===== src/hdl/ocq_pkg.sv =====
`timescale 1ns / 1ps

package ocq_pkg;

    localparam int RAW_W   = 16;
    localparam int LSB_W   = 10;
    localparam int CNT_W   = 8;
    localparam int PROD_W  = RAW_W + LSB_W;
    localparam int FULL_W  = 2 * PROD_W;
    localparam int QUOT_W  = 16;

    // q = (p * RECIP) >> RECIP_SHIFT equals p / 1000 for every p below 2^25
    localparam int                RECIP_SHIFT = 35;
    localparam logic [PROD_W-1:0] RECIP       = 26'd34359739;

    localparam logic [QUOT_W-1:0]       POS_MAX   = 16'd32767;
    localparam logic [QUOT_W-1:0]       NEG_MAX   = 16'd32768;
    localparam logic signed [RAW_W-1:0] MA_MAX    = 16'sh7FFF;
    localparam logic signed [RAW_W-1:0] MA_MIN    = 16'sh8000;
    localparam logic [CNT_W-1:0]        CNT_MAX   = 8'd255;

    localparam logic [1:0] REG_LSB   = 2'd0;
    localparam logic [1:0] REG_LIMIT = 2'd1;
    localparam logic [1:0] REG_TRIP  = 2'd2;
    localparam logic [1:0] REG_CLEAR = 2'd3;

    localparam logic [LSB_W-1:0]        RST_LSB   = 10'd100;
    localparam logic signed [RAW_W-1:0] RST_LIMIT = 16'sd1000;
    localparam logic [CNT_W-1:0]        RST_TRIP  = 8'd3;
    localparam logic [CNT_W-1:0]        RST_CLEAR = 8'd10;

    typedef struct packed {
        logic [LSB_W-1:0]        current_lsb_ua;
        logic signed [RAW_W-1:0] over_limit_ma;
        logic [CNT_W-1:0]        trip_polls;
        logic [CNT_W-1:0]        clear_polls;
    } cfg_t;

    typedef struct packed {
        logic              valid;
        logic              ok;
        logic              neg;
        logic [QUOT_W-1:0] mag;
    } quot_t;

endpackage


===== src/hdl/ocq_poll_if.sv =====
`timescale 1ns / 1ps

interface ocq_poll_if;
    logic                                valid;
    logic                                ready;
    logic signed [ocq_pkg::RAW_W-1:0]    raw_current;
    logic                                read_ok;

    modport source (output valid, output raw_current, output read_ok, input ready);
    modport sink (input valid, input raw_current, input read_ok, output ready);
endinterface


===== src/hdl/ocq_status_if.sv =====
`timescale 1ns / 1ps

interface ocq_status_if;
    logic                                valid;
    logic                                ready;
    logic signed [ocq_pkg::RAW_W-1:0]    load_ma;
    logic                                over_limit;
    logic                                fault_active;
    logic                                trip_pulse;

    modport source (output valid, output load_ma, output over_limit,
                    output fault_active, output trip_pulse, input ready);
    modport sink (input valid, input load_ma, input over_limit,
                  input fault_active, input trip_pulse, output ready);
endinterface


===== src/hdl/ocq_cfg_regs.sv =====
`timescale 1ns / 1ps

module ocq_cfg_regs (
    input  logic              clk,
    input  logic              rst_n,
    input  logic              psel,
    input  logic              penable,
    input  logic              pwrite,
    input  logic [3:0]        paddr,
    input  logic [31:0]       pwdata,
    output logic [31:0]       prdata,
    output logic              pready,
    output ocq_pkg::cfg_t     cfg
);

    ocq_pkg::cfg_t cfg_reg;
    ocq_pkg::cfg_t cfg_next;
    logic          wr_en;
    logic [1:0]    reg_sel;

    assign pready  = 1'b1;
    assign wr_en   = psel && penable && pwrite;
    assign reg_sel = paddr[3:2];
    assign cfg     = cfg_reg;

    always_comb
    begin
        cfg_next = cfg_reg;
        if (wr_en)
        begin
            case (reg_sel)
                ocq_pkg::REG_LSB:   cfg_next.current_lsb_ua = pwdata[ocq_pkg::LSB_W-1:0];
                ocq_pkg::REG_LIMIT: cfg_next.over_limit_ma  = $signed(pwdata[ocq_pkg::RAW_W-1:0]);
                ocq_pkg::REG_TRIP:  cfg_next.trip_polls     = pwdata[ocq_pkg::CNT_W-1:0];
                ocq_pkg::REG_CLEAR: cfg_next.clear_polls    = pwdata[ocq_pkg::CNT_W-1:0];
                default:            cfg_next = cfg_reg;
            endcase
        end
    end

    always_ff @(posedge clk or negedge rst_n)
    begin
        if (!rst_n)
        begin
            cfg_reg.current_lsb_ua <= ocq_pkg::RST_LSB;
            cfg_reg.over_limit_ma  <= ocq_pkg::RST_LIMIT;
            cfg_reg.trip_polls     <= ocq_pkg::RST_TRIP;
            cfg_reg.clear_polls    <= ocq_pkg::RST_CLEAR;
        end
        else
        begin
            cfg_reg <= cfg_next;
        end
    end

    always_comb
    begin
        case (reg_sel)
            ocq_pkg::REG_LSB:   prdata = {22'd0, cfg_reg.current_lsb_ua};
            ocq_pkg::REG_LIMIT: prdata = {{16{cfg_reg.over_limit_ma[ocq_pkg::RAW_W-1]}},
                                          cfg_reg.over_limit_ma};
            ocq_pkg::REG_TRIP:  prdata = {24'd0, cfg_reg.trip_polls};
            ocq_pkg::REG_CLEAR: prdata = {24'd0, cfg_reg.clear_polls};
            default:            prdata = 32'd0;
        endcase
    end

endmodule


===== src/hdl/ocq_scale.sv =====
`timescale 1ns / 1ps

module ocq_scale (
    input  logic                             clk,
    input  logic                             rst_n,
    input  logic                             in_valid,
    output logic                             in_ready,
    input  logic signed [ocq_pkg::RAW_W-1:0] raw_current,
    input  logic                             read_ok,
    input  logic [ocq_pkg::LSB_W-1:0]        current_lsb_ua,
    output ocq_pkg::quot_t                   quot,
    input  logic                             quot_take
);

    // stage 1: input register
    logic                         s1_valid_reg, s1_valid_next;
    logic signed [ocq_pkg::RAW_W-1:0] s1_raw_reg;
    logic                         s1_ok_reg;
    // stage 2: |raw| * lsb
    logic                         s2_valid_reg, s2_valid_next;
    logic                         s2_ok_reg, s2_neg_reg;
    logic [ocq_pkg::PROD_W-1:0]   s2_prod_reg, s2_prod_next;
    // stage 3: divide by 1000 via reciprocal
    logic                         s3_valid_reg, s3_valid_next;
    logic                         s3_ok_reg, s3_neg_reg;
    logic [ocq_pkg::QUOT_W-1:0]   s3_mag_reg, s3_mag_next;

    logic                         ld1, ld2, ld3;
    logic [ocq_pkg::RAW_W-1:0]    abs_raw;
    logic [ocq_pkg::FULL_W-1:0]   full_prod;

    assign ld3      = !s3_valid_reg || quot_take;
    assign ld2      = !s2_valid_reg || ld3;
    assign ld1      = !s1_valid_reg || ld2;
    assign in_ready = ld1;

    assign s1_valid_next = ld1 ? in_valid : s1_valid_reg;
    assign s2_valid_next = ld2 ? s1_valid_reg : s2_valid_reg;
    assign s3_valid_next = ld3 ? s2_valid_reg : s3_valid_reg;

    assign abs_raw      = s1_raw_reg[ocq_pkg::RAW_W-1] ? (~s1_raw_reg + 1'b1) : s1_raw_reg;
    assign s2_prod_next = {{ocq_pkg::LSB_W{1'b0}}, abs_raw}
                        * {{ocq_pkg::RAW_W{1'b0}}, current_lsb_ua};

    assign full_prod    = {{ocq_pkg::PROD_W{1'b0}}, s2_prod_reg}
                        * {{ocq_pkg::PROD_W{1'b0}}, ocq_pkg::RECIP};
    assign s3_mag_next  = full_prod[ocq_pkg::QUOT_W+ocq_pkg::RECIP_SHIFT-1:ocq_pkg::RECIP_SHIFT];

    always_ff @(posedge clk or negedge rst_n)
    begin
        if (!rst_n)
        begin
            s1_valid_reg <= 1'b0;
            s2_valid_reg <= 1'b0;
            s3_valid_reg <= 1'b0;
        end
        else
        begin
            s1_valid_reg <= s1_valid_next;
            s2_valid_reg <= s2_valid_next;
            s3_valid_reg <= s3_valid_next;
        end
    end

    always_ff @(posedge clk)
    begin
        if (ld1 && in_valid)
        begin
            s1_raw_reg <= raw_current;
            s1_ok_reg  <= read_ok;
        end
        if (ld2 && s1_valid_reg)
        begin
            s2_prod_reg <= s2_prod_next;
            s2_ok_reg   <= s1_ok_reg;
            s2_neg_reg  <= s1_raw_reg[ocq_pkg::RAW_W-1];
        end
        if (ld3 && s2_valid_reg)
        begin
            s3_mag_reg <= s3_mag_next;
            s3_ok_reg  <= s2_ok_reg;
            s3_neg_reg <= s2_neg_reg;
        end
    end

    assign quot.valid = s3_valid_reg;
    assign quot.ok    = s3_ok_reg;
    assign quot.neg   = s3_neg_reg;
    assign quot.mag   = s3_mag_reg;

endmodule


===== src/hdl/ocq_qualify.sv =====
`timescale 1ns / 1ps

module ocq_qualify (
    input  logic                              clk,
    input  logic                              rst_n,
    input  ocq_pkg::quot_t                    quot,
    output logic                              quot_take,
    input  ocq_pkg::cfg_t                     cfg,
    output logic                              out_valid,
    input  logic                              out_ready,
    output logic signed [ocq_pkg::RAW_W-1:0]  load_ma,
    output logic                              over_limit,
    output logic                              fault_active,
    output logic                              trip_pulse
);

    logic                             out_valid_reg, out_valid_next;
    logic [ocq_pkg::CNT_W-1:0]        over_run_reg, over_run_next;
    logic [ocq_pkg::CNT_W-1:0]        stable_run_reg, stable_run_next;
    logic                             fault_reg, fault_next;
    logic signed [ocq_pkg::RAW_W-1:0] ma_reg, ma_next;
    logic                             over_reg, over_next;
    logic                             pulse_reg, pulse_next;

    logic signed [ocq_pkg::RAW_W-1:0] sat_ma;
    logic [ocq_pkg::CNT_W-1:0]        over_inc, stable_inc;

    assign quot_take      = quot.valid && (!out_valid_reg || out_ready);
    assign out_valid_next = quot_take ? 1'b1 : (out_valid_reg && !out_ready);

    always_comb
    begin
        if (quot.neg)
        begin
            if (quot.mag > ocq_pkg::NEG_MAX)
                sat_ma = ocq_pkg::MA_MIN;
            else
                sat_ma = $signed(~quot.mag + 1'b1);
        end
        else
        begin
            if (quot.mag > ocq_pkg::POS_MAX)
                sat_ma = ocq_pkg::MA_MAX;
            else
                sat_ma = $signed(quot.mag);
        end
    end

    assign over_inc   = (over_run_reg == ocq_pkg::CNT_MAX) ? over_run_reg : over_run_reg + 1'b1;
    assign stable_inc = (stable_run_reg == ocq_pkg::CNT_MAX) ? stable_run_reg
                                                               : stable_run_reg + 1'b1;

    always_comb
    begin
        over_run_next   = over_run_reg;
        stable_run_next = stable_run_reg;
        fault_next      = fault_reg;
        ma_next         = '0;
        over_next       = 1'b0;
        pulse_next      = 1'b0;
        if (!quot.ok)
        begin
            over_run_next = '0;
        end
        else
        begin
            ma_next = sat_ma;
            if (sat_ma > cfg.over_limit_ma)
            begin
                over_next       = 1'b1;
                stable_run_next = '0;
                over_run_next   = over_inc;
                if (over_inc >= cfg.trip_polls)
                begin
                    fault_next = 1'b1;
                    pulse_next = 1'b1;
                end
            end
            else
            begin
                over_run_next   = '0;
                stable_run_next = stable_inc;
                if (stable_inc >= cfg.clear_polls)
                begin
                    fault_next      = 1'b0;
                    stable_run_next = '0;
                end
            end
        end
    end

    always_ff @(posedge clk or negedge rst_n)
    begin
        if (!rst_n)
        begin
            out_valid_reg  <= 1'b0;
            over_run_reg   <= '0;
            stable_run_reg <= '0;
            fault_reg      <= 1'b0;
        end
        else
        begin
            out_valid_reg <= out_valid_next;
            if (quot_take)
            begin
                over_run_reg   <= over_run_next;
                stable_run_reg <= stable_run_next;
                fault_reg      <= fault_next;
            end
        end
    end

    always_ff @(posedge clk)
    begin
        if (quot_take)
        begin
            ma_reg    <= ma_next;
            over_reg  <= over_next;
            pulse_reg <= pulse_next;
        end
    end

    assign out_valid    = out_valid_reg;
    assign load_ma      = ma_reg;
    assign over_limit   = over_reg;
    assign fault_active = fault_reg;
    assign trip_pulse   = pulse_reg;

endmodule


===== src/hdl/overcurrent_trip_qualifier_core.sv =====
`timescale 1ns / 1ps
// Over-current trip qualifier.
// poll (sink): one sensor poll per request, raw_current and read_ok.
// status (source): one result per poll: load_ma, over_limit,
//   fault_active and trip_pulse, in poll order.
// APB port: current_lsb_ua at 0x0, over_limit_ma at 0x4, trip_polls at
//   0x8, clear_polls at 0xC; write only while no poll is in flight.
// Path: input register, |raw| * lsb product, reciprocal divide by 1000,
//   then saturate/compare/count into the result register.
// Throughput: one poll per cycle while the status sink takes results;
//   the run counters and fault flag update in the last stage, so
//   consecutive polls never wait on each other.
// A stalled status sink holds the result register; the three stages in
//   front keep filling, so up to four polls are taken before poll.ready
//   drops.
// Reset: pipeline emptied, run counts zero, fault clear, registers at
//   their defaults (100 uA, 1000 mA, 3 polls, 10 polls).

module overcurrent_trip_qualifier_core (
    input  logic                clk,
    input  logic                rst_n,
    input  logic                psel,
    input  logic                penable,
    input  logic                pwrite,
    input  logic [3:0]          paddr,
    input  logic [31:0]         pwdata,
    output logic [31:0]         prdata,
    output logic                pready,
    ocq_poll_if.sink            poll,
    ocq_status_if.source        status
);

    ocq_pkg::cfg_t  cfg;
    ocq_pkg::quot_t quot;
    logic           quot_take;

    ocq_cfg_regs u_cfg (
        .clk     (clk),
        .rst_n   (rst_n),
        .psel    (psel),
        .penable (penable),
        .pwrite  (pwrite),
        .paddr   (paddr),
        .pwdata  (pwdata),
        .prdata  (prdata),
        .pready  (pready),
        .cfg     (cfg)
    );

    ocq_scale u_scale (
        .clk            (clk),
        .rst_n          (rst_n),
        .in_valid       (poll.valid),
        .in_ready       (poll.ready),
        .raw_current    (poll.raw_current),
        .read_ok        (poll.read_ok),
        .current_lsb_ua (cfg.current_lsb_ua),
        .quot           (quot),
        .quot_take      (quot_take)
    );

    ocq_qualify u_qualify (
        .clk          (clk),
        .rst_n        (rst_n),
        .quot         (quot),
        .quot_take    (quot_take),
        .cfg          (cfg),
        .out_valid    (status.valid),
        .out_ready    (status.ready),
        .load_ma      (status.load_ma),
        .over_limit   (status.over_limit),
        .fault_active (status.fault_active),
        .trip_pulse   (status.trip_pulse)
    );

endmodule


===== src/flat_wrapper.sv =====
// flat-port wrapper written by rule: the top's interface ports become plain ports
module overcurrent_trip_qualifier_core_flat 
  (clk, rst_n, psel, penable, pwrite, paddr, pwdata, prdata, pready, poll_valid, poll_raw_current, poll_read_ok, poll_ready, status_valid, status_load_ma, status_over_limit, status_fault_active, status_trip_pulse, status_ready);
  ocq_poll_if poll_i ();
  ocq_status_if status_i ();
  input  logic clk;
  input  logic rst_n;
  input  logic psel;
  input  logic penable;
  input  logic pwrite;
  input  logic [3:0] paddr;
  input  logic [31:0] pwdata;
  output logic [31:0] prdata;
  output logic pready;
  input wire logic [$bits(poll_i.valid)-1:0] poll_valid;
  input wire logic [$bits(poll_i.raw_current)-1:0] poll_raw_current;
  input wire logic [$bits(poll_i.read_ok)-1:0] poll_read_ok;
  output wire logic [$bits(poll_i.ready)-1:0] poll_ready;
  output wire logic [$bits(status_i.valid)-1:0] status_valid;
  output wire logic [$bits(status_i.load_ma)-1:0] status_load_ma;
  output wire logic [$bits(status_i.over_limit)-1:0] status_over_limit;
  output wire logic [$bits(status_i.fault_active)-1:0] status_fault_active;
  output wire logic [$bits(status_i.trip_pulse)-1:0] status_trip_pulse;
  input wire logic [$bits(status_i.ready)-1:0] status_ready;
  assign poll_i.valid = poll_valid;
  assign poll_i.raw_current = poll_raw_current;
  assign poll_i.read_ok = poll_read_ok;
  assign poll_ready = poll_i.ready;
  assign status_valid = status_i.valid;
  assign status_load_ma = status_i.load_ma;
  assign status_over_limit = status_i.over_limit;
  assign status_fault_active = status_i.fault_active;
  assign status_trip_pulse = status_i.trip_pulse;
  assign status_i.ready = status_ready;
  overcurrent_trip_qualifier_core u_core (.clk(clk), .rst_n(rst_n), .psel(psel), .penable(penable), .pwrite(pwrite), .paddr(paddr), .pwdata(pwdata), .prdata(prdata), .pready(pready), .poll(poll_i), .status(status_i));
endmodule

===== config.mk =====
export PLATFORM = sky130hd
export DESIGN_NAME = overcurrent_trip_qualifier_core_flat
export DESIGN_NICKNAME = d
export VERILOG_FILES = /design/src/hdl/ocq_pkg.sv /design/src/hdl/ocq_poll_if.sv /design/src/hdl/ocq_status_if.sv /design/src/hdl/ocq_cfg_regs.sv /design/src/hdl/ocq_scale.sv /design/src/hdl/ocq_qualify.sv /design/src/hdl/overcurrent_trip_qualifier_core.sv /design/src/flat_wrapper.sv
export SDC_FILE = /design/constraint.sdc
export NUM_CORES = 1
export LEC_CHECK = 0
export BUFFER_PORTS_ARGS = -buffer_cell sky130_fd_sc_hd__buf_2
export CAP_MARGIN = 0
export CORE_MARGIN = 2
export CORE_UTILIZATION = 44
export DETAILED_ROUTE_END_ITERATION = 12
export SETUP_SLACK_MARGIN = 0.02
export SLEW_MARGIN = 20
export SYNTH_ARGS = -nofsm -noshare
export SYNTH_HDL_FRONTEND = slang
export SYNTH_SLANG_ARGS = --single-unit
export TNS_END_PERCENT = 20

===== constraint.sdc =====
create_clock -name clk -period 17.1 [get_ports clk]
set_input_delay 0.855 -clock clk [delete_from_list [all_inputs] [get_ports clk]]
set_output_delay 0.855 -clock clk [all_outputs]
set_load 0.05 [all_outputs]

* Word level (Yosys, flattened, before mapping)
Cells that the tools add are included.
** Storage, ports and cells
- Output and inout port bits :: 54
- Register bits :: 144
- Word-level logic and storage cells :: 83
- Input port bits :: 60
** Operators by class
- Eq/ne operators :: 6
- Multiply operators :: 2
- Multiplexer cells :: 17
- Order comparisons :: 5
- Bitwise gates (word level) :: 2
- Reduce and logical (&&, ||, !) cells :: 25
- Add/subtract/negate cells :: 4
** Operators with widths (count)
- case mux 32 bit (4 select lines) :: 1
- 2-to-1 mux 16 bit :: 4
- multiplier 26 x 26 -> 51 bit, second input constant :: 1
- 2-to-1 mux 8 bit :: 6
- adder 16 x 1 -> 16 bit, second input constant :: 2
- inverter 16 bit :: 2
- multiplier 16 x 10 -> 26 bit :: 1
- adder 8 x 1 -> 8 bit, second input constant :: 2
- equality test 8 bit, second input constant :: 2
- greater-or-equal comparator 8 bit :: 2
- greater-than comparator 16 x 15 -> 1 bit, second input constant :: 1
- greater-than comparator 16 bit :: 1
- greater-than comparator 16 bit, second input constant :: 1
- AND reduction 2 bit :: 6
- logical AND 1 bit :: 7
- 2-to-1 mux 1 bit :: 6
- zero test 1 bit :: 5
- equality test 2 bit, second input constant :: 2
- logical OR 1 bit :: 4
- AND reduction 4 bit :: 1
- equality test 2 x 1 -> 1 bit, second input constant :: 1
- zero test 2 bit :: 1
- != test 2 x 1 -> 1 bit, second input constant :: 1
- nonzero test 2 bit :: 1

* Logic depth before layout (Yosys ltp)
Gate-level depths: netlist of the first run.
- Word-level depth :: 7
- Mapped depth :: 28

* Hierarchy
From an unflattened synthesis of the first run, not the netlist that was laid out.
** Second synthesis, totals
- Cell total of the unflattened synthesis :: 2347
- Area, all modules :: 23421.2 um^2
** Modules (own cells, without submodules)
- ocq_scale :: seq. area each 1966.9 um^2, area an instance 18248.8 um^2, cells each 1851, instances 1
- ocq_qualify :: seq. area each 991.0 um^2, area an instance 3116.7 um^2, cells each 364, instances 1
- ocq_cfg_regs :: seq. area each 1067.3 um^2, area an instance 2055.7 um^2, cells each 132, instances 1

* Worst setup path after synthesis of the first run
No wires, ideal clock.
- Kind :: reg-to-reg
- From :: register u_core.u_scale.s1_raw_reg[9] (netlist bit)
- To :: register u_core.u_scale.s2_prod_reg[22] (netlist bit), data pin
- Arrival :: 6.102 ns
- Period minus slack after synthesis :: 6.360 ns
- Setup slack :: 10.740 ns
- Setup time :: 0.258 ns
- Cell stages (with the launch flop) :: 23
- Buffers on the path :: 0
- Cells stage by stage :: edfxtp_1 > or4_1 > or4_1 > o21ai_0 > xnor2_1 > nand2_1 > fa_1 > inv_1 > fa_1 > fa_1 > fa_1 > inv_1 > fa_1 > inv_1 > ha_1 > nor2b_1 > a41oi_1 > o211ai_1 > a31oi_1 > o21bai_1 > a21o_1 > a21oi_1 > xnor2_1
** On the way
- Longest elaborated chain between the ends :: 4
** RTL lines
- start: declaration :: RTL line ocq_scale.sv:17 : logic signed [ocq_pkg::RAW_W-1:0] s1_raw_reg;
- start signal: assignment :: RTL line ocq_scale.sv:69 : s1_raw_reg <= raw_current;
- inverter 16 bit :: RTL line ocq_scale.sv:41 : assign abs_raw = s1_raw_reg[ocq_pkg::RAW_W-1] ? (~s1_raw_reg + 1'b1) : s1_raw_reg;
- adder 16 x 1 -> 16 bit :: RTL line ocq_scale.sv:41
- 2-to-1 mux 16 bit (*) :: RTL line ocq_scale.sv:41
- multiplier 16 x 10 -> 26 bit (*) :: RTL line ocq_scale.sv:43 : * {{ocq_pkg::RAW_W{1'b0}}, current_lsb_ua};
- via u_core.u_scale.s2_prod_next (one bit) :: RTL line ocq_scale.sv:22 : logic [ocq_pkg::PROD_W-1:0] s2_prod_reg, s2_prod_next;
- end signal: assignment :: RTL line ocq_scale.sv:74 : s2_prod_reg <= s2_prod_next;
- end: declaration :: RTL line ocq_scale.sv:22
The timed path passes the listed nets; every way through them passes the cells marked *.
A chain may end at the register's enable or synchronous reset.

* Worst setup path in the final report of the first run
- From :: register u_core.u_scale.s1_raw_reg[0] (netlist bit)
- To :: register u_core.u_scale.s2_prod_reg[23] (netlist bit), data pin
Same word-level chain as after synthesis.

==> results of run 1 <==
[metrics by stage]
stage               worst slack [ns]  hold slack, ns  instance area [sq um]  utilization [%]  instances
floorplan                      10.74          0.4003                  22460                -       2262
global placement               9.753          0.4046                  23610            46.96       2992
detailed placement             9.623          0.4045                  23610            46.96       2992
CTS                            9.617          0.4191                  24250            48.25       3024
global route                   9.068          0.4211                  24270            48.29       3024
finish                         9.760          0.4177                  24270            48.29       3024
[cells by family after synthesis]
logic type | synth area share (%)
fa+ha+maj | 49.81
buf+inv | 10.70
simple gates | 9.967
compound gates | 7.209
flops | 17.92
xor+xnor | 2.340
mux | 2.045
other cells | 0.01670
[final cells by class]
class | instances | area, sq um
multi-input combinational | 1498 | 16060
fill | 4712 | 26000
clock inverter | 11 | 145.1
inverter | 573 | 2151
tap | 672 | 840.8
timing repair buffer | 105 | 553.0
sequential | 144 | 4025
clock buffer | 21 | 503.0
[worst max-delay path by stage]
stage	cells after the start	slack [ns]	endpoint	startpoint
2_1_floorplan	22	10.74	u_core.u_scale.s2_prod_reg[22]	u_core.u_scale.s1_raw_reg[9]
3_3_place_gp	27	9.75	u_core.u_scale.s2_prod_reg[23]	u_core.u_scale.s1_raw_reg[0]
3_5_place_dp	24	9.62	u_core.u_scale.s2_prod_reg[22]	u_core.u_scale.s1_raw_reg[0]
4_1_cts	24	9.62	u_core.u_scale.s2_prod_reg[22]	u_core.u_scale.s1_raw_reg[0]
5_1_grt	27	9.07	u_core.u_scale.s2_prod_reg[23]	u_core.u_scale.s1_raw_reg[0]
6_report	27	9.76	u_core.u_scale.s2_prod_reg[23]	u_core.u_scale.s1_raw_reg[0]
[per-layer routing]
layer	vias to the layer above	part of all wire [%]
li1	7342	-
met1	7476	47
met2	237	49
met3	40	3.0
met4	0	1.4
met5	-	0
[cells in the final DEF, fill, tap and decap left out, drive strengths merged, types with 4 or more instances in the layout]
cell | netlist | routed
dfstp | 13 | 13
nand3 | 37 | 37
o21ai | 80 | 80
nor2 | 50 | 50
mux2 | 23 | 23
dfrtp | 50 | 50
o311ai | 6 | 6
fa | 325 | 325
o31ai | 9 | 9
xor2 | 15 | 15
a22o | 8 | 8
xnor2 | 45 | 45
nand2b | 21 | 21
and2 | 107 | 107
clkbuf | 27 | 21
nand2 | 162 | 162
nand4 | 11 | 11
nor2b | 10 | 10
a31oi | 10 | 10
a21oi | 70 | 70
a21o | 34 | 34
o211ai | 5 | 5
a211oi | 7 | 7
clkinv | 0 | 5
nor3 | 19 | 19
inv | 573 | 576
and3 | 4 | 4
buf | 20 | 105
or3 | 10 | 10
a21boi | 5 | 5
ha | 374 | 374
o21a | 9 | 9
edfxtp | 81 | 81
mux4 | 8 | 8
==> reports/metrics.csv, run 1 <==
stage,metric,value,unit
detailed_routing,vias_per_cell,4.992,
timing,max_slew_margin,29.81,%
clock_tree,clk_pin_slew_worst_paths,0.06,ns
job,cap_violations,0,
clock_tree,htreeDepth,4,
worst_hold_path,min_from,u_core.u_scale.s1_ok_reg,
critical_path,cp.arrival,7.52,ns
synth,synth_top_area_cell,fa_1,
critical_path,crit_path_top_delay_cell,xnor2_1,
timing,tns,0,ns
grt,grt_max_degree,64,
timing,hold_viol,0,
critical_path,required,17.28,ns
cells_and_area,syn2layout_area_growth,8.083,%
worst_hold_path,holdPathStages,0,
floorplanning,start_util,44.67,%
timing,fin_skew,0.01337,ns
synth,synth-warning-count,0,
cells_and_area,nets,3098,
grt,grtUsageTotal,19.42,%
clock_tree,cts-root-buf,clkbuf_16,
synth,synthCells,2262,
synth,yosysUniqueCellTypes,67,
grt,first_global_vias,16229,
synth,syn_avg_cell_area,9.929,sq um
worst_hold_path,hp-class,reg2reg,
placement,place_hpwl,40930,microns
floorplanning,dieWidth,229.9,microns
floorplanning,boundaryPins,114,
synth,yosysTopAreaCellShare,28.97,%
synth,yosysMostFrequentCell,inv_1,
grt,grtUsageMet2,32.95,%
critical_path,critPathBufInv,7,
synth,synth-main-ff-cell,edfxtp_1,
synth,yosysSeqAreaShare,17.92,%
timing,worstMarginPinSlew,1.045,ns
clock_tree,numCtsBuffers,17,
grt,grt_overflow,0,
grt,grt_pass1_wl,81960,microns
timing,final.min_clock_period,7.340,ns
clock_tree,clock_sinks,144,
critical_path,rrSetupSlack,9.76,ns
critical_path,critical-path-max-stage-delay,0.85,ns
cells_and_area,n_antenna_cell,0,
critical_path,crit_path_end_kind,register,
cells_and_area,final_layout_size_suffix_gt1_share,8.376,%
critical_path,critical_path.top_delay_family,adder cells,
critical_path,rr_endpoint,u_core.u_scale.s2_prod_reg[23],
floorplanning,fp.dieH,229.9,microns
synth,synth_enable_flop_cells,81,
outcome,outcome,"finished, final reports clean",
synth,ys_top_cells_by_count,"inv_1, ha_1, fa_1, nand2_1, and2_1",
detailed_routing,postRouteAntennaNets,0,
critical_path,reg2reg_depth,27,
synth,ys_seq_elements,144,
worst_hold_path,worstHoldEndpoint,u_core.u_scale.s2_ok_reg,
clock_tree,cts_setup_buffers,0,
cells_and_area,largest_reg_flops,42,
grt,top_usage_layer,met2,
detailed_routing,vias,15095,
timing,setup_violations,0,
grt,met1_usage,27.01,%
timing,period_share,42.92,%
detailed_routing,drt_iter0_drc,754,
synth,syn_area,22460,sq um
floorplanning,fp-row-count,82,
critical_path,critical_path_class,reg2reg,
synth,netlist_top_cells_area,"fa_1, ha_1, edfxtp_1",
timing,rsz0062_at_grt,no,
detailed_routing,post_drt_wl_per_cell,16.07,microns
grt,met3_usage,1.736,%
clock_tree,ctsResizeCount,0,
clock_tree,ctsHoldBuffers,0,
detailed_routing,drt-pass1-iter-count,5,
clock_tree,cts_tree,yes,
placement,numPortBuffers,94,
detailed_routing,wl,48600,microns
timing,fmax,136.2,MHz
timing,report.final.slew_viol_count,0,
floorplanning,core,50270,sq um
critical_path,crit_path_start_kind,register,
floorplanning,die-area,52870,sq um
grt,antenna_found_initial,0,
detailed_routing,route.detailed.drc,0,
clock_tree,clock_latency,0.44,ns
clock_tree,cts_buffer_depth,2,
synth,synth_nets,3021,
placement,routabilityCongestion,0.8768,
synth,async_reset_ff_share,43.75,%
critical_path,crit_top_cell,inv_1,
critical_path,worstPathMaxFanout,13,
critical_path,r2r_start,u_core.u_scale.s1_raw_reg[0],
Power of run 1 is not shown: default switching activity piles up to over one toggle a cycle in this logic, so the estimate is an artifact.
==> inputs of run 2 (changes only) <==
clock period = 7.21 ns   (was 17.1 ns; I/O delays follow)
==> run 2 against run 1 <==
Against the previous run:
- design area grew 0.57%
- count of clock-buffer cells in the layout grew 1
- sequential cell count is the same
- register-to-register slack lost 9.3 ns
- clock skew grew 0.0016 ns
- maximum frequency grew 8.0%
- global-route usage grew 0.25 points
- critical path type unchanged
- cell count grew 1.2%
- critical path depth shrank 6
- hold slack lost 0.32 ns
- worst setup slack lost 9.3 ns
==> reports/metrics.csv, run 2 (synthesized netlist as in run 1, its figures left out) <==
stage,metric,value,unit,change
outcome,outcome,"finished, final reports clean",,
critical_path,rr_endpoint,u_core.u_scale.s3_mag_reg[15],,
floorplanning,core,50270,sq um,unchanged
detailed_routing,post_drt_wl_per_cell,16.08,microns,about the same
detailed_routing,drt_iter0_drc,758,,+0.53%
worst_hold_path,hp-class,in2async,,
cells_and_area,nets,3133,,+1.1%
placement,routabilityCongestion,0.8679,,-1.0%
clock_tree,ctsResizeCount,0,,unchanged
clock_tree,cts_tree,yes,,
floorplanning,start_util,44.67,%,unchanged
cells_and_area,multiInputGateArea,16060,sq um,about the same
critical_path,critical_path.top_delay_family,adder cells,,
grt,antenna_found_initial,0,,unchanged
cells_and_area,n_antenna_cell,0,,unchanged
placement,numPortBuffers,94,,unchanged
critical_path,worstPathMaxFanout,9,,-4
critical_path,rrSetupSlack,0.41,ns,-9.35 ns
critical_path,r2r_start,u_core.u_scale.s2_prod_reg[20],,
timing,final.min_clock_period,6.796,ns,-0.5439 ns
clock_tree,cts_buffer_depth,2,,unchanged
critical_path,crit_path_end_kind,register,,
job,cap_violations,0,,unchanged
placement,postPlaceCellArea,23870,sq um,+1.1%
clock_tree,clock_latency,0.44,ns,about the same
detailed_routing,route.detailed.drc,0,,unchanged
detailed_routing,vias_per_cell,4.998,,+0.13%
critical_path,path_cells,"ha_1, fa_1, ha_1, fa_1, fa_1, fa_1, inv_1, fa_1, inv_1, ha_1, a21oi_1, o211ai_1, a221oi_1, o21ai_1, a21oi_1, o21ai_1, a31oi_1, buf_4, o31ai_1, a21oi_1, xnor2_1",,
timing,fin_skew,0.01502,ns,+0.001647 ns
cells_and_area,final_area,24410,sq um,+0.57%
clock_tree,cts_setup_buffers,0,,unchanged
timing,hold_viol,0,,unchanged
clock_tree,numCtsBuffers,17,,unchanged
critical_path,critical-path-max-stage-delay,0.69,ns,-0.16 ns
critical_path,crit_top_cell,fa_1,,
clock_tree,clock_sinks,144,,unchanged
critical_path,critical_path_class,reg2reg,,
grt,grt_overflow,0,,unchanged
timing,max_slew_margin,32.96,%,+3.2 points
cells_and_area,largest_reg_flops,42,,unchanged
timing,rsz0062_at_grt,yes,,
grt,grtUsageTotal,19.67,%,+0.25 points
timing,setup_violations,0,,unchanged
floorplanning,dieWidth,229.9,microns,unchanged
timing,tns,0,ns,unchanged
timing,fmax,147.2,MHz,+8.0%
cells_and_area,final_layout_size_suffix_gt1_share,9.594,%,+1.2 points
placement,place_hpwl,42130,microns,+2.9%
clock_tree,ctsHoldBuffers,0,,unchanged
timing,worstMarginPinSlew,1.006,ns,-0.03987 ns
grt,grt_pass1_wl,83200,microns,+1.5%
timing,period_share,94.25,%,+51 points
grt,grt_max_degree,64,,unchanged
cells_and_area,syn2layout_area_growth,8.697,%,
critical_path,cp.arrival,6.98,ns,-0.54 ns
detailed_routing,wl,49180,microns,+1.2%
floorplanning,fp.dieH,229.9,microns,unchanged
floorplanning,fp-row-count,82,,unchanged
detailed_routing,drt-pass1-iter-count,5,,unchanged
grt,first_global_vias,16550,,+2.0%
clock_tree,cts-root-buf,clkbuf_16,,
floorplanning,boundaryPins,114,,unchanged
cells_and_area,final-seq-area,4025,sq um,unchanged
floorplanning,die-area,52870,sq um,unchanged
cells_and_area,layout_common_cells,"inv_1, ha_1, fa_1",,
clock_tree,htreeDepth,4,,unchanged
timing,report.final.slew_viol_count,0,,unchanged
cells_and_area,fillers,4761,,+1.0%
cells_and_area,layout_commonest_cell,inv_1,,
detailed_routing,postRouteAntennaNets,0,,unchanged
critical_path,critPathBufInv,3,,-4
critical_path,crit_path_start_kind,register,,
detailed_routing,vias,15290,,+1.3%
critical_path,crit_path_top_delay_cell,edfxtp_1,,
critical_path,reg2reg_depth,21,,-22%
critical_path,required,7.40,ns,-9.88 ns
clock_tree,clk_pin_slew_worst_paths,0.06,ns,about the same
[run 2: metal layers]
layer  up-vias  share of wire [%]  global-route usage, %
met2       201                 49                  34.00
met1      7667                 47                  26.96
met5         -                  0                      0
met4         0                1.0                  3.548
li1       7390                  -                      -
met3        32                2.9                  2.121
[run 2: layout make-up]
cell class              instances  area share, %
well taps                     672          3.444
flip-flops and latches        144          16.49
multi-input cells            1498          65.77
repair buffers                140          3.342
clock buffers                  22          1.901
clock inverters                10         0.2460
inverters                     573          8.810
[run 2: how the worst max path moves through the flow]
stage | startpoint | end | slack [ns] | cells past startpoint
after detailed placement | u_core.u_scale.s2_prod_reg[19] | u_core.u_scale.s3_mag_reg[15] | 0.33 | 21
after floorplan | u_core.u_scale.s1_raw_reg[9] | u_core.u_scale.s2_prod_reg[22] | 0.85 | 22
final | u_core.u_scale.s2_prod_reg[20] | u_core.u_scale.s3_mag_reg[15] | 0.41 | 21
after global placement | u_core.u_scale.s2_prod_reg[20] | u_core.u_scale.s3_mag_reg[15] | 0.38 | 21
after global routing | u_core.u_scale.s2_prod_reg[19] | u_core.u_scale.s3_mag_reg[11] | 0.01 | 21
after CTS | u_core.u_scale.s2_prod_reg[19] | u_core.u_scale.s3_mag_reg[15] | 0.33 | 21
[run 2: per-stage QoR]
stage	instances	utilization (%)	worst slack (ns)	hold WS (ns)
6_report	3059	48.56	0.4142	0.09503
3_3_place_gp	3027	47.48	0.3802	0.4038
3_5_place_dp	3027	47.48	0.3347	0.4146
5_1_grt	3059	48.56	0.01128	0.08691
2_1_floorplan	2262	-	0.8503	0.06491
4_1_cts	3059	48.52	0.3263	0.07558
[run 2: worst reg2reg max path, cell delays in order, from the launching register on]
cell and delay, ns:
edfxtp_1 0.69, ha_1 0.37, fa_1 0.46, ha_1 0.31, fa_1 0.49, fa_1 0.52, fa_1 0.50, inv_1 0.05
fa_1 0.47, inv_1 0.04, ha_1 0.36, a21oi_1 0.25, o211ai_1 0.12, a221oi_1 0.35, o21ai_1 0.23, a21oi_1 0.42
o21ai_1 0.20, a31oi_1 0.19, buf_4 0.15, o31ai_1 0.11, a21oi_1 0.20, xnor2_1 0.08
Power of run 2 is left out for the same reason.
